$ cat src/design/p3c_pkg.sv
// Shared types, constants and helpers for the POP3 command line checker.
`default_nettype none

package p3c_pkg;

    localparam int ARG_MAX_DEF = 40;
    localparam int LEN_W       = 6;
    localparam int JQ_DEPTH    = 2;
    localparam int JQ_AW       = (JQ_DEPTH > 1) ? $clog2(JQ_DEPTH) : 1;

    localparam logic [7:0] CH_SPACE  = 8'h20;
    localparam logic [7:0] CH_CR     = 8'h0D;
    localparam logic [7:0] CH_LF     = 8'h0A;
    localparam logic [7:0] CH_FIRST  = 8'h21;
    localparam logic [7:0] CH_LAST   = 8'h7E;
    localparam logic [7:0] CASE_MASK = 8'hDF;

    typedef logic [1:0] t_cmd;
    localparam t_cmd CMD_USER = 2'd0;
    localparam t_cmd CMD_PASS = 2'd1;
    localparam t_cmd CMD_STAT = 2'd2;
    localparam t_cmd CMD_NOOP = 2'd3;

    typedef logic [1:0] t_ses;
    localparam t_ses SES_AUTH  = 2'd0;
    localparam t_ses SES_PASS  = 2'd1;
    localparam t_ses SES_TRANS = 2'd2;

    typedef logic [2:0] t_verdict;
    localparam t_verdict V_OK          = 3'd0;
    localparam t_verdict V_INVALID     = 3'd1;
    localparam t_verdict V_LOGGED_IN   = 3'd2;
    localparam t_verdict V_MUST_LOGIN  = 3'd3;
    localparam t_verdict V_USER_FIRST  = 3'd4;
    localparam t_verdict V_USER_PICKED = 3'd5;
    localparam t_verdict V_NO_USER     = 3'd6;
    localparam t_verdict V_NO_PASS     = 3'd7;

    // one finished line, handed from the parser to the emitter
    typedef struct packed {
        t_verdict         verdict;
        t_cmd             cmd;
        logic             arg_present;
        logic [LEN_W-1:0] len;
    } t_job;

    typedef struct packed {
        logic             is_verdict;
        logic [7:0]       arg_char;
        t_verdict         verdict;
        t_cmd             cmd;
        logic             arg_present;
        logic [LEN_W-1:0] len;
        logic             last;
    } t_res;

    function automatic logic [7:0] cmd_letter(input t_cmd cmd, input logic [1:0] pos);
        logic [7:0] ch;
        case ({cmd, pos})
            {CMD_USER, 2'd0}: ch = "U";
            {CMD_USER, 2'd1}: ch = "S";
            {CMD_USER, 2'd2}: ch = "E";
            {CMD_USER, 2'd3}: ch = "R";
            {CMD_PASS, 2'd0}: ch = "P";
            {CMD_PASS, 2'd1}: ch = "A";
            {CMD_PASS, 2'd2}: ch = "S";
            {CMD_PASS, 2'd3}: ch = "S";
            {CMD_STAT, 2'd0}: ch = "S";
            {CMD_STAT, 2'd1}: ch = "T";
            {CMD_STAT, 2'd2}: ch = "A";
            {CMD_STAT, 2'd3}: ch = "T";
            {CMD_NOOP, 2'd0}: ch = "N";
            {CMD_NOOP, 2'd1}: ch = "O";
            {CMD_NOOP, 2'd2}: ch = "O";
            {CMD_NOOP, 2'd3}: ch = "P";
            default:          ch = 8'h00;
        endcase
        return ch;
    endfunction

    // phase check; STAT and NOOP fall in one class
    function automatic t_verdict judge(input t_ses ses, input t_cmd cmd, input logic arg_given);
        t_cmd     cs;
        t_verdict v;
        cs = (cmd == CMD_USER || cmd == CMD_PASS) ? cmd : CMD_STAT;
        if (ses == SES_TRANS && cs != CMD_STAT)
            v = V_LOGGED_IN;
        else if (ses != SES_TRANS && cs == CMD_STAT)
            v = V_MUST_LOGIN;
        else if (ses == SES_AUTH && cs == CMD_PASS)
            v = V_USER_FIRST;
        else if (ses == SES_PASS && cs == CMD_USER)
            v = V_USER_PICKED;
        else if (ses != cs)
            v = V_INVALID;
        else if (cs == CMD_USER && !arg_given)
            v = V_NO_USER;
        else if (cs == CMD_PASS && !arg_given)
            v = V_NO_PASS;
        else
            v = V_OK;
        return v;
    endfunction

endpackage

`default_nettype wire

$ cat src/design/pop3_command_line_checker_unit.sv
// POP3 command line checker: byte parser, job queue, argument RAM and result emitter.
// Takes one command-line byte per cycle while parsing and full is low. A finished line
// is queued (two entries) for the emitter, which takes the line from the queue, then for
// each argument character reads the RAM and loads the byte into the output register, and
// last emits the verdict word; a stalled result side holds it. The emitter takes no new
// line from the queue until it has emitted the verdict of the last one.
// The input reports full when the job queue is full, or while the parser sits in an
// argument and the previous line's argument is still being read out of the shared
// argument RAM. No clearing pass after reset: the block takes bytes at once.
`default_nettype none

module pop3_command_line_checker_unit
    import p3c_pkg::*;
#(
    parameter int ARG_MAX = ARG_MAX_DEF
) (
    input  wire logic             i_clk,
    input  wire logic             i_rst_n,
    input  wire logic             push,
    output logic                  full,
    input  wire logic [7:0]       i_data_byte,
    input  wire logic             i_end_of_data,
    input  wire logic [1:0]       i_session,
    output logic                  empty,
    input  wire logic             pop,
    output logic                  o_is_verdict,
    output logic      [7:0]       o_arg_char,
    output logic      [2:0]       o_verdict,
    output logic      [1:0]       o_command_id,
    output logic                  o_arg_present,
    output logic      [LEN_W-1:0] o_arg_length,
    output logic                  o_last
);

    localparam int AW = (ARG_MAX > 1) ? $clog2(ARG_MAX) : 1;

    logic          q_push, q_full, q_pop, q_empty;
    t_job          q_in, q_out;
    logic          wr_en, rd_en, arg_done, res_vld;
    logic [AW-1:0] wr_addr, rd_addr;
    logic [7:0]    wr_data, rd_data;
    t_res          res;

    p3c_front #(.ARG_MAX(ARG_MAX)) u_front (
        .i_clk         (i_clk),
        .i_rst_n       (i_rst_n),
        .i_push        (push),
        .i_data_byte   (i_data_byte),
        .i_end_of_data (i_end_of_data),
        .i_session     (i_session),
        .o_full        (full),
        .i_q_full      (q_full),
        .o_job_push    (q_push),
        .o_job         (q_in),
        .o_wr_en       (wr_en),
        .o_wr_addr     (wr_addr),
        .o_wr_data     (wr_data),
        .i_arg_done    (arg_done)
    );

    p3c_jobq u_jobq (
        .i_clk   (i_clk),
        .i_rst_n (i_rst_n),
        .i_push  (q_push),
        .i_job   (q_in),
        .o_full  (q_full),
        .i_pop   (q_pop),
        .o_empty (q_empty),
        .o_job   (q_out)
    );

    p3c_ram #(.WIDTH(8), .DEPTH(ARG_MAX)) u_arg_ram (
        .i_clk     (i_clk),
        .i_wr_en   (wr_en),
        .i_wr_addr (wr_addr),
        .i_wr_data (wr_data),
        .i_rd_en   (rd_en),
        .i_rd_addr (rd_addr),
        .o_rd_data (rd_data)
    );

    p3c_back #(.ARG_MAX(ARG_MAX)) u_back (
        .i_clk      (i_clk),
        .i_rst_n    (i_rst_n),
        .i_q_empty  (q_empty),
        .i_job      (q_out),
        .o_q_pop    (q_pop),
        .o_rd_en    (rd_en),
        .o_rd_addr  (rd_addr),
        .i_rd_data  (rd_data),
        .o_arg_done (arg_done),
        .i_pop      (pop),
        .o_res_vld  (res_vld),
        .o_res      (res)
    );

    assign empty         = !res_vld;
    assign o_is_verdict  = res.is_verdict;
    assign o_arg_char    = res.arg_char;
    assign o_verdict     = res.verdict;
    assign o_command_id  = res.cmd;
    assign o_arg_present = res.arg_present;
    assign o_arg_length  = res.len;
    assign o_last        = res.last;

endmodule

`default_nettype wire

$ cat src/design/p3c_ram.sv
// Generic single-write, single-read RAM with registered read data.
`default_nettype none

module p3c_ram #(
    parameter int WIDTH = 8,
    parameter int DEPTH = 40,
    localparam int AW   = (DEPTH > 1) ? $clog2(DEPTH) : 1
) (
    input  wire logic             i_clk,
    input  wire logic             i_wr_en,
    input  wire logic [AW-1:0]    i_wr_addr,
    input  wire logic [WIDTH-1:0] i_wr_data,
    input  wire logic             i_rd_en,
    input  wire logic [AW-1:0]    i_rd_addr,
    output logic      [WIDTH-1:0] o_rd_data
);

    logic [WIDTH-1:0] r_mem [DEPTH];

    always_ff @(posedge i_clk) begin
        if (i_wr_en)
            r_mem[i_wr_addr] <= i_wr_data;
        if (i_rd_en)
            o_rd_data <= r_mem[i_rd_addr];
    end

endmodule

`default_nettype wire

$ cat src/design/p3c_front.sv
// Front end: parses command-line bytes, stores argument bytes, queues line results.
`default_nettype none

module p3c_front
    import p3c_pkg::*;
#(
    parameter int ARG_MAX = ARG_MAX_DEF,
    localparam int AW     = (ARG_MAX > 1) ? $clog2(ARG_MAX) : 1
) (
    input  wire logic          i_clk,
    input  wire logic          i_rst_n,
    input  wire logic          i_push,
    input  wire logic [7:0]    i_data_byte,
    input  wire logic          i_end_of_data,
    input  wire logic [1:0]    i_session,
    output logic               o_full,
    input  wire logic          i_q_full,
    output logic               o_job_push,
    output t_job               o_job,
    output logic               o_wr_en,
    output logic [AW-1:0]      o_wr_addr,
    output logic [7:0]         o_wr_data,
    input  wire logic          i_arg_done
);

    localparam logic [3:0] PH_NAME  = 4'd0;
    localparam logic [3:0] PH_AFTER = 4'd1;
    localparam logic [3:0] PH_ARG   = 4'd2;
    localparam logic [3:0] PH_CR    = 4'd3;
    localparam logic [3:0] PH_LF    = 4'd4;
    localparam logic [3:0] PH_DROP  = 4'd5;

    logic [3:0]       r_phase, n_phase;
    logic [1:0]       r_pos, n_pos;
    logic [3:0]       r_cand, n_cand;
    t_cmd             r_cmd, n_cmd;
    logic [LEN_W-1:0] r_len, n_len;
    logic             r_ag, n_ag;
    logic             r_busy;

    logic       accept, step_bad, step_done, is_letter, wr_en;
    logic [7:0] up;
    logic [3:0] match;
    t_cmd       pick;

    // argument RAM is shared with the emitter: hold off new argument bytes
    // until the previous line's argument has been read out
    assign o_full = i_q_full || (r_phase == PH_ARG && r_busy);
    assign accept = i_push && !o_full;

    always_comb begin
        n_phase   = r_phase;
        n_pos     = r_pos;
        n_cand    = r_cand;
        n_cmd     = r_cmd;
        n_len     = r_len;
        n_ag      = r_ag;
        step_bad  = 1'b0;
        step_done = 1'b0;
        wr_en     = 1'b0;
        is_letter = (i_data_byte >= "A" && i_data_byte <= "Z") ||
                    (i_data_byte >= "a" && i_data_byte <= "z");
        up        = i_data_byte & CASE_MASK;
        for (int i = 0; i < 4; i++)
            match[i] = r_cand[i] && (cmd_letter(t_cmd'(i), r_pos) == up);
        pick = CMD_USER;
        for (int i = 3; i >= 0; i--)
            if (match[i])
                pick = t_cmd'(i);

        case (r_phase)
            PH_NAME: begin
                n_cand = match;
                if (!is_letter || match == 4'd0) begin
                    step_bad = 1'b1;
                end else if (r_pos == 2'd3) begin
                    n_cmd   = pick;
                    n_phase = (pick == CMD_USER || pick == CMD_PASS) ? PH_AFTER : PH_CR;
                end else begin
                    n_pos = r_pos + 2'd1;
                end
            end
            PH_AFTER: begin
                if (i_data_byte == CH_CR)
                    n_phase = PH_LF;
                else if (i_data_byte == CH_SPACE)
                    n_phase = PH_ARG;
                else
                    step_bad = 1'b1;
            end
            PH_ARG: begin
                if (i_data_byte == CH_SPACE || i_data_byte == CH_CR) begin
                    if (r_len == '0 || i_data_byte == CH_SPACE) begin
                        step_bad = 1'b1;
                    end else begin
                        n_ag    = 1'b1;
                        n_phase = PH_LF;
                    end
                end else if (i_data_byte < CH_FIRST || i_data_byte > CH_LAST ||
                             r_len >= LEN_W'(ARG_MAX)) begin
                    step_bad = 1'b1;
                end else begin
                    wr_en = 1'b1;
                    n_len = r_len + LEN_W'(1);
                    if (r_len == LEN_W'(ARG_MAX - 1)) begin
                        n_ag    = 1'b1;
                        n_phase = PH_CR;
                    end
                end
            end
            PH_CR: begin
                if (i_data_byte == CH_CR)
                    n_phase = PH_LF;
                else
                    step_bad = 1'b1;
            end
            PH_LF: begin
                if (i_data_byte == CH_LF)
                    step_done = 1'b1;
                else
                    step_bad = 1'b1;
            end
            default: step_bad = 1'b1;
        endcase
    end

    assign o_job_push = accept && r_phase != PH_DROP &&
                        (step_bad || step_done || i_end_of_data);

    always_comb begin
        if (step_done) begin
            o_job.verdict     = judge(i_session, r_cmd, r_ag);
            o_job.cmd         = r_cmd;
            o_job.arg_present = r_ag;
            o_job.len         = r_len;
        end else begin
            o_job.verdict     = V_INVALID;
            o_job.cmd         = CMD_USER;
            o_job.arg_present = 1'b0;
            o_job.len         = '0;
        end
    end

    assign o_wr_en   = accept && wr_en && r_phase != PH_DROP;
    assign o_wr_addr = r_len[AW-1:0];
    assign o_wr_data = i_data_byte;

    always_ff @(posedge i_clk) begin
        if (!i_rst_n) begin
            r_phase <= PH_NAME;
            r_pos   <= '0;
            r_cand  <= 4'hF;
            r_cmd   <= CMD_USER;
            r_len   <= '0;
            r_ag    <= 1'b0;
        end else if (accept) begin
            if (r_phase == PH_DROP || o_job_push) begin
                if (i_end_of_data) begin
                    r_phase <= PH_NAME;
                    r_pos   <= '0;
                    r_cand  <= 4'hF;
                    r_cmd   <= CMD_USER;
                    r_len   <= '0;
                    r_ag    <= 1'b0;
                end else begin
                    r_phase <= PH_DROP;
                end
            end else begin
                r_phase <= n_phase;
                r_pos   <= n_pos;
                r_cand  <= n_cand;
                r_cmd   <= n_cmd;
                r_len   <= n_len;
                r_ag    <= n_ag;
            end
        end
    end

    always_ff @(posedge i_clk) begin
        if (!i_rst_n)
            r_busy <= 1'b0;
        else if (o_job_push && o_job.len != '0)
            r_busy <= 1'b1;
        else if (i_arg_done)
            r_busy <= 1'b0;
    end

endmodule

`default_nettype wire

$ cat src/design/p3c_jobq.sv
// Short queue of finished-line words between parser and emitter.
`default_nettype none

module p3c_jobq
    import p3c_pkg::*;
(
    input  wire logic i_clk,
    input  wire logic i_rst_n,
    input  wire logic i_push,
    input  wire t_job i_job,
    output logic      o_full,
    input  wire logic i_pop,
    output logic      o_empty,
    output t_job      o_job
);

    t_job             r_mem [JQ_DEPTH];
    logic [JQ_AW-1:0] r_wp, r_rp;
    logic [JQ_AW:0]   r_cnt;

    assign o_full  = (r_cnt == (JQ_AW + 1)'(JQ_DEPTH));
    assign o_empty = (r_cnt == '0);
    assign o_job   = r_mem[r_rp];

    always_ff @(posedge i_clk) begin
        if (i_push)
            r_mem[r_wp] <= i_job;
    end

    // depth is a power of two, pointers wrap naturally
    always_ff @(posedge i_clk) begin
        if (!i_rst_n) begin
            r_wp  <= '0;
            r_rp  <= '0;
            r_cnt <= '0;
        end else begin
            if (i_push)
                r_wp <= r_wp + JQ_AW'(1);
            if (i_pop)
                r_rp <= r_rp + JQ_AW'(1);
            if (i_push && !i_pop)
                r_cnt <= r_cnt + (JQ_AW + 1)'(1);
            else if (i_pop && !i_push)
                r_cnt <= r_cnt - (JQ_AW + 1)'(1);
        end
    end

endmodule

`default_nettype wire

$ cat src/design/p3c_back.sv
// Back end: reads the argument out of RAM and emits argument and verdict words.
`default_nettype none

module p3c_back
    import p3c_pkg::*;
#(
    parameter int ARG_MAX = ARG_MAX_DEF,
    localparam int AW     = (ARG_MAX > 1) ? $clog2(ARG_MAX) : 1
) (
    input  wire logic          i_clk,
    input  wire logic          i_rst_n,
    input  wire logic          i_q_empty,
    input  wire t_job          i_job,
    output logic               o_q_pop,
    output logic               o_rd_en,
    output logic [AW-1:0]      o_rd_addr,
    input  wire logic [7:0]    i_rd_data,
    output logic               o_arg_done,
    input  wire logic          i_pop,
    output logic               o_res_vld,
    output t_res               o_res
);

    localparam logic [1:0] B_IDLE = 2'd0;
    localparam logic [1:0] B_READ = 2'd1;
    localparam logic [1:0] B_LOAD = 2'd2;
    localparam logic [1:0] B_VERD = 2'd3;

    logic [1:0]       r_state, n_state;
    t_job             r_job, n_job;
    logic [LEN_W-1:0] r_idx, n_idx;
    logic             r_out_vld, n_out_vld;
    t_res             r_out, n_out;
    logic             out_free;

    assign out_free = !r_out_vld || i_pop;

    always_comb begin
        n_state    = r_state;
        n_job      = r_job;
        n_idx      = r_idx;
        n_out_vld  = r_out_vld && !i_pop;
        n_out      = r_out;
        o_q_pop    = 1'b0;
        o_rd_en    = 1'b0;
        o_arg_done = 1'b0;
        case (r_state)
            B_IDLE: begin
                if (!i_q_empty) begin
                    o_q_pop = 1'b1;
                    n_job   = i_job;
                    n_idx   = '0;
                    n_state = (i_job.len == '0) ? B_VERD : B_READ;
                end
            end
            B_READ: begin
                o_rd_en = 1'b1;
                n_state = B_LOAD;
            end
            B_LOAD: begin
                if (out_free) begin
                    n_out_vld         = 1'b1;
                    n_out.is_verdict  = 1'b0;
                    n_out.arg_char    = i_rd_data;
                    n_out.verdict     = V_OK;
                    n_out.cmd         = r_job.cmd;
                    n_out.arg_present = 1'b1;
                    n_out.len         = r_job.len;
                    n_out.last        = 1'b0;
                    if (r_idx + LEN_W'(1) == r_job.len) begin
                        o_arg_done = 1'b1;
                        n_state    = B_VERD;
                    end else begin
                        n_idx   = r_idx + LEN_W'(1);
                        n_state = B_READ;
                    end
                end
            end
            B_VERD: begin
                if (out_free) begin
                    n_out_vld         = 1'b1;
                    n_out.is_verdict  = 1'b1;
                    n_out.arg_char    = 8'h00;
                    n_out.verdict     = r_job.verdict;
                    n_out.cmd         = r_job.cmd;
                    n_out.arg_present = r_job.arg_present;
                    n_out.len         = r_job.len;
                    n_out.last        = 1'b1;
                    n_state           = B_IDLE;
                end
            end
            default: n_state = B_IDLE;
        endcase
    end

    assign o_rd_addr = r_idx[AW-1:0];
    assign o_res_vld = r_out_vld;
    assign o_res     = r_out;

    always_ff @(posedge i_clk) begin
        if (!i_rst_n) begin
            r_state   <= B_IDLE;
            r_out_vld <= 1'b0;
            r_idx     <= '0;
        end else begin
            r_state   <= n_state;
            r_out_vld <= n_out_vld;
            r_idx     <= n_idx;
        end
    end

    always_ff @(posedge i_clk) begin
        r_job <= n_job;
        r_out <= n_out;
    end

endmodule

`default_nettype wire

$ cat config.mk
export PLATFORM = sky130hd
export DESIGN_NAME = pop3_command_line_checker_unit
export DESIGN_NICKNAME = d
export VERILOG_FILES = /design/src/design/p3c_pkg.sv /design/src/design/pop3_command_line_checker_unit.sv /design/src/design/p3c_ram.sv /design/src/design/p3c_front.sv /design/src/design/p3c_jobq.sv /design/src/design/p3c_back.sv
export SDC_FILE = /design/constraint.sdc
export NUM_CORES = 1
export LEC_CHECK = 0
export BUFFER_PORTS_ARGS = -buffer_cell sky130_fd_sc_hd__buf_4
export CAP_MARGIN = 30
export CORE_MARGIN = 3
export CORE_UTILIZATION = 62
export DETAILED_ROUTE_END_ITERATION = 7
export GPL_TIMING_DRIVEN = 0
export MAX_ROUTING_LAYER = met4
export PLACE_DENSITY_LB_ADDON = 0.3
export SYNTH_ARGS = -nofsm -noshare
export SYNTH_HDL_FRONTEND = slang
export SYNTH_HIERARCHICAL = 1
export SYNTH_SLANG_ARGS = --single-unit
$ cat constraint.sdc
create_clock -name i_clk -period 4.2 [get_ports i_clk]
set_clock_uncertainty 0.05 [all_clocks]
set_input_delay 0.84 -clock i_clk [delete_from_list [all_inputs] [get_ports i_clk]]
set_output_delay 0.84 -clock i_clk [all_outputs]
set_load 0.03 [all_outputs]
---- After elaboration in Yosys (flattened, before gate mapping) ----
Memories as Yosys holds them, arrays and structs flattened. A register that Yosys moved wholly into a read port is not among the register bits.
Cells that the tools add are included.
storage, ports and cells
  memories kept ........................... 2
  bits in writable memories ............... 344
  input port bits ......................... 15
  register bits ........................... 67
memory list
  memory           depth  width  read ports  clocked after memory_dff  wr ports  line            text
  u_arg_ram.r_mem  40     8      1           1                         1         p3c_ram.sv:18   logic [WIDTH-1:0] r_mem [DEPTH];
  u_jobq.r_mem     2      12     1           1                         1         p3c_jobq.sv:17  t_job r_mem [JQ_DEPTH];
cells by class
  $lt $le $gt $ge ......................... 7
  eq/ne operators ......................... 49
  $add $sub $neg .......................... 7
  reduce and logical (&&, ||, !) cells .... 77
  multiplexer cells ....................... 99
  bitwise gates (word level) .............. 1
operators with widths
  kind                                                               number
  one-hot mux 8 bit (3 select lines)                                 3
  2-to-1 mux 4 bit                                                   13
  2-to-1 mux 6 bit                                                   8
  2-to-1 mux 2 bit                                                   22
  2-to-1 mux 22 bit                                                  2
  one-hot mux 22 bit (2 select lines)                                1
  2-to-1 mux 1 bit                                                   36
  == test 8 bit                                                      4
  one-hot mux 8 bit (4 select lines)                                 1
  2-to-1 mux 3 bit                                                   8
  logical AND 1 bit                                                  22
  != test 2 bit, second input constant                               9
  == test 8 x 4 -> 1 bit, second input constant                      2
  greater-or-equal comparator 8 x 7 -> 1 bit, second input constant  2
  <= comparator 8 x 7 -> 1 bit, second input constant                2
  one-hot mux 4 bit (4 select lines)                                 1
  AND reduction 5 bit                                                3
  == test 2 bit, second input constant                               7
  logical NOT 2 bit                                                  7
  nonzero test 2 bit                                                 7
  logical OR 1 bit                                                   13
  adder 6 x 1 -> 6 bit, second input constant                        2
  == test 2 x 1 -> 1 bit, second input constant                      6
  logical NOT 6 bit                                                  2
  other kinds (36)                                                   57

---- Logic depth before layout (Yosys ltp) ----
  depth in word-level cells ............... 16
  depth in mapped cells ................... 12

---- By module ----
Netlist, hierarchy kept.
by module, submodules not included
  module                          cells each  instances  seq. area each (sq um)  area an instance (sq um)
  p3c_ram                         696         1          9,849.4                 13,070.0
  p3c_back                        133         1          1,171.1                 1,783.0
  p3c_front                       241         1          380.4                   1,767.9
  p3c_jobq                        59          1          820.8                   1,079.8
  pop3_command_line_checker_unit  1           1          0.0                     3.8

---- Least setup slack after synthesis ----
No wires, ideal clock.
  kind .................................... input to register
  start point ............................. input port i_data_byte[4]
  end point ............................... register u_jobq.r_cnt[1]
  setup time .............................. 0.070 ns
  stages on the path ...................... 10
  path buffers ............................ 1
  required time ........................... 4.080 ns
  slack ................................... 0.778 ns
  arrival time ............................ 3.302 ns
  cell sequence ........................... buf_2 > xnor2_1 > or3_1 > nor4_1 > o41ai_2 > a21o_1 > and3_1 > ha_1 > or3_1 > a21boi_1
between the ends
  cells in the longest elaborated chain, start to end .. 13
ends and longest elaborated chain
  item                                                                line                                  text
  from (decl)                                                         pop3_command_line_checker_unit.sv:21  input wire logic [7:0] i_data_byte,
  greater-or-equal comparator 8 x 7 -> 1 bit (tied with other cells)  p3c_front.sv:61                       is_letter = (i_data_byte >= "A" && i_data_byte <= "Z") ||
  logical AND 1 bit, on equally long branches                         p3c_front.sv:61, p3c_front.sv:62
  logical OR 1 bit                                                    p3c_front.sv:61
  logical NOT 1 bit                                                   p3c_front.sv:74                       if (!is_letter || match == 4'd0) begin
  logical OR 1 bit                                                    p3c_front.sv:74
  2-to-1 mux 1 bit                                                    p3c_front.sv:74
  one-hot mux 1 bit (5 select lines)                                  p3c_front.sv:71                       case (r_phase)
  logical OR 1 bit * (2 in a row)                                     p3c_front.sv:128                      (step_bad || step_done || i_end_of_data);
  logical AND 1 bit *                                                 p3c_front.sv:127                      assign o_job_push = accept && r_phase != PH_DROP &&
  named net q_push                                                    pop3_command_line_checker_unit.sv:37  logic q_push, q_full, q_pop, q_empty;
  logical NOT 1 bit                                                   p3c_jobq.sv:43                        else if (i_pop && !i_push)
  logical AND 1 bit                                                   p3c_jobq.sv:43
  nonzero test 2 bit (no line)                                        n/a
  to (signal assigned)                                                p3c_jobq.sv:42                        r_cnt <= r_cnt + (JQ_AW + 1)'(1);
  to (signal assigned)                                                p3c_jobq.sv:44                        r_cnt <= r_cnt - (JQ_AW + 1)'(1);
  to (decl)                                                           p3c_jobq.sv:19                        logic [JQ_AW:0] r_cnt;
Mark *: on every way through the listed nets, which the timed path passes. The rest lies on a longest branch.
A chain may end at the register's enable or synchronous reset.

---- Worst setup path in the final report ----
  start point ............................. register u_front.r_phase[1]
  end point ............................... memory u_arg_ram.r_mem[74][7], in the netlist u_arg_ram/r_mem[37][7], enable pin
between the ends
  cells in the longest elaborated chain, start to end .. 9
ends and longest elaborated chain
  item                                      line                                  text
  from (decl)                               p3c_front.sv:33                       logic [3:0] r_phase, n_phase;
  from (signal assigned)                    p3c_front.sv:169                      r_phase <= n_phase;
  == test 4 x 2 -> 1 bit                    p3c_front.sv:48, p3c_front.sv:71
  logical AND 1 bit                         p3c_front.sv:48                       assign o_full = i_q_full || (r_phase == PH_ARG && r_busy);
  logical OR 1 bit                          p3c_front.sv:48
  logical NOT 1 bit                         p3c_front.sv:49                       assign accept = i_push && !o_full;
  logical AND 1 bit                         p3c_front.sv:49
  logical AND 1 bit                         p3c_front.sv:144                      assign o_wr_en = accept && wr_en && r_phase != PH_DROP;
  logical AND 1 bit *                       p3c_front.sv:144
  named net wr_en                           pop3_command_line_checker_unit.sv:39  logic wr_en, rd_en, arg_done, res_vld;
  2-to-1 mux 1 bit *                        p3c_ram.sv:21                         if (i_wr_en)
  2-to-1 mux 1 bit (not written as such) *  p3c_ram.sv:22                         r_mem[i_wr_addr] <= i_wr_data;
  to (decl)                                 p3c_ram.sv:18
Marks and branches as above.

==> results.md <==
* Dpl hpwl at 24300 um
* Synthesized Nets at 1154
* # setup viols final at 0
* Syn avg cell area at 15.7 um^2
* Synth async-reset ratio at 0%
* Netlist cell types at 76
* Drt first-iter violations at 1205
* CTS Buffer Depth at 3
* Die Y at 175 um
* Wire per inst at 22.3 um
* Die X at 175 um
* Final period util at 87.5%
* Synthesized flop and latch total at 418
* I/O pin total at 39
* Max-cap viol count at 0
* Relative slew margins at 39.7%
* Critical Path RT at 4.30 ns
* Fin. Hold Viols at 0
* Post-route minimum period at 3.68 ns
* Routability-driven placement congestion ratio at 0.929
* PnR Total Power at 9.64 mW
* Root buf cell: clkbuf_16
* RSZ-0062 raised after global routing: no
* Post-route ant nets at 0
* H-tree levels at 2
* PwrDens at 486 nW/um^2
* Maximum clock frequency at 272 MHz
* Fin nets at 1236
* Util after Layout at 71.0%
* Arr. time, crit path at 3.77 ns
* Crit. End Element: flip-flop
* Min-Delay Path Class: flip-flop to flip-flop
* Vias in the first global route at 9797
* Hold_buf cts at 0
* GR Overflow Total at 0
* CTS sink cnt at 418
* Non-Filler Instances at 1624
* P_leak at 6.31 nW
* Total global-route track usage at 24.5%
* Worst Path Max Fanout at 10
* Setup TNS at 0 ns
* Die area at 30600 um^2
* Sequential area share after synthesis at 69.0%
* First-pass DRT Iterations at 6
* Worst Setup Start Kind: flip-flop
* Maximum vdd drop at 0.000357 V
* DRC Markers at 0
* Port bufs at 35
* Crit Path Class: flip-flop to flip-flop
* Pins Over Slew Limit at 0
* Post-synth EDFFs at 385
* Via count at 9945
* Placeable Area at 27900 um^2
* Row count at 61
* CTS tree: yes
* Status: complete, no violations
* Antenna violations before repair at 1
* Final WL at 36300 um
* Placed insts at 1546
* Syn Std Cell Area at 17700 um^2
* Layout cells sized above 1 at 16.5%
* Worst-Skew Late Latency at 0.53 ns
* Starting Density at 63.4%
* Post-CTS setup buffers at 0
* # fillers at 1824
* Vias per cell at 6.12
* Total number of yosys warnings at 6
* Clock transition at path regs at 0.06 ns
* Post-CTS sizing at 0
* Tightest Pin Transition at 0.903 ns
* Main synth FF type: edfxtp_1
* Synthesized instance count at 1130
* Largest net degree at the start of global routing at 41
* First-pass GRT wire length at 55300 um
* Area grow syn2layout at 12.0%
* Total CTS buffers at 41
cells in the final DEF, fill, tap and decap left out, types with 10 or more instances in the layout:
| cell | synthesis | final |
|---|---|---|
| a21oi_1 | 32 | 32 |
| a221oi_2 | 11 | 11 |
| a22o_1 | 16 | 16 |
| a22oi_1 | 33 | 33 |
| and2_1 | 28 | 28 |
| buf_2 | 10 | 12 |
| buf_4 | 18 | 54 |
| clkbuf_1 | 23 | 33 |
| clkbuf_16 | 0 | 43 |
| dfxtp_1 | 33 | 33 |
| edfxtp_1 | 385 | 385 |
| inv_1 | 21 | 21 |
| mux2_2 | 20 | 20 |
| mux2i_1 | 128 | 128 |
| mux4_2 | 16 | 16 |
| nand2_1 | 45 | 45 |
| nand2b_1 | 10 | 10 |
| nand3_1 | 19 | 19 |
| nor2_1 | 66 | 66 |
| nor2b_1 | 13 | 13 |
| o21ai_0 | 18 | 18 |
| xnor2_1 | 14 | 14 |
| xor2_1 | 10 | 10 |
critical path: stages (launching register included):
cell and delay (ns):
dfxtp_1 0.32, clkbuf_1 0.30, nor3b_1 0.67, nand3_1 0.37, inv_1 0.25, nor2b_1 0.31
nand3_1 0.34, nor2_1 0.68
area by class of cell:
cell class | count | area, um^2 | share of cell area [%]
tap | 378 | 473 | 2.39
sequential | 418 | 12200 | 61.7
timing repair buffer | 39 | 292 | 1.47
inverter | 21 | 78.8 | 0.398
clock inverter | 21 | 206 | 1.04
buffer | 66 | 424 | 2.14
multi-input combinational | 625 | 4980 | 25.1
antenna | 1 | 2.50 | 0.0126
clock buffer | 55 | 1140 | 5.76
cell families (layout without fill, tap and decap cells):
family                   after synthesis  count (layout)  synth area share (%)
flip-flops                           418             418                  69.0
AND/OR/NAND/NOR                      244             244                  7.18
AO/OA/AOI/OAI                        183             183                  8.45
multiplexers                         164             164                  10.5
buffers and inverters                 87             202                  2.84
XOR/XNOR                              25              25                  1.31
adder cells (fa/ha/maj)                9               9                 0.636
other                                  0               1                     0
cells in the mapped netlist (11+ instances only):
| cell type | number | area (um^2) |
|---|---|---|
| nor2b_1 | 13 | 81.3 |
| clkbuf_1 | 23 | 86.3 |
| a22o_1 | 16 | 140 |
| xnor2_1 | 14 | 123 |
| mux4_2 | 16 | 360 |
| a22oi_1 | 33 | 248 |
| nand2_1 | 45 | 169 |
| nand3_1 | 19 | 95.1 |
| inv_1 | 21 | 78.8 |
| mux2_2 | 20 | 225 |
| mux2i_1 | 128 | 1280 |
| dfxtp_1 | 33 | 661 |
| nor2_1 | 66 | 248 |
| and2_1 | 28 | 175 |
| edfxtp_1 | 385 | 11600 |
| a21oi_1 | 32 | 160 |
| a221oi_2 | 11 | 165 |
| buf_4 | 18 | 135 |
| o21ai_0 | 18 | 90.1 |
stage by stage:
step | area (um^2) | worst slack, ns | hold WS (ns)
finish | 19800 | 0.525 | 0.372
global placement | 18400 | 0.100 | 0.352
floorplan | 17700 | 0.778 | 0.350
CTS | 19800 | 0.384 | 0.375
global route | 19800 | 0.166 | 0.388
detailed placement | 18500 | 0.0270 | 0.362
state kept, by name (all words and copies together), names as in the netlist, 3 cells and up, named ones only:
register	flops
u_arg_ram/r_mem	320
u_arg_ram/o_rd_data	8
u_back/o_res	21
u_back/o_rd_addr	6
u_front/o_wr_addr	6
u_front/r_cand	4
u_front/r_phase	3
u_jobq/r_mem	24
u_back/r_job	12
per-layer routing:
metal	track usage, %	wire length [um]	vias up
li1	-	-	4562
met1	33.0	14800	4869
met2	37.5	16900	434
met3	6.43	3510	80
met4	7.08	988	0
met5	-	0	-
worst paths after layout:
kind / from / to / slack [ns] / cells after the start
worst max-delay path: u_front/r_phase[1]$_SDFFE_PN0P_ / u_arg_ram/r_mem[37][7]$_DFFE_PP_ / 0.52 / 7
worst min-delay path: u_back/r_job[8]$_DFFE_PP_ / u_back/o_res[9]$_DFFE_PP_ / 0.37 / 0
worst max register to register: u_front/r_phase[1]$_SDFFE_PN0P_ / u_arg_ram/r_mem[37][7]$_DFFE_PP_ / 0.52 / 7
worst min register to register: u_back/r_job[8]$_DFFE_PP_ / u_back/o_res[9]$_DFFE_PP_ / 0.37 / 0
where the power goes:
| part | switching (mW) | internal (mW) |
|---|---|---|
| Combinational | 0.694 | 0.415 |
| Sequential | 0.0866 | 4.81 |
| Clock | 1.47 | 2.16 |
(Power assumes the default switching activity.)
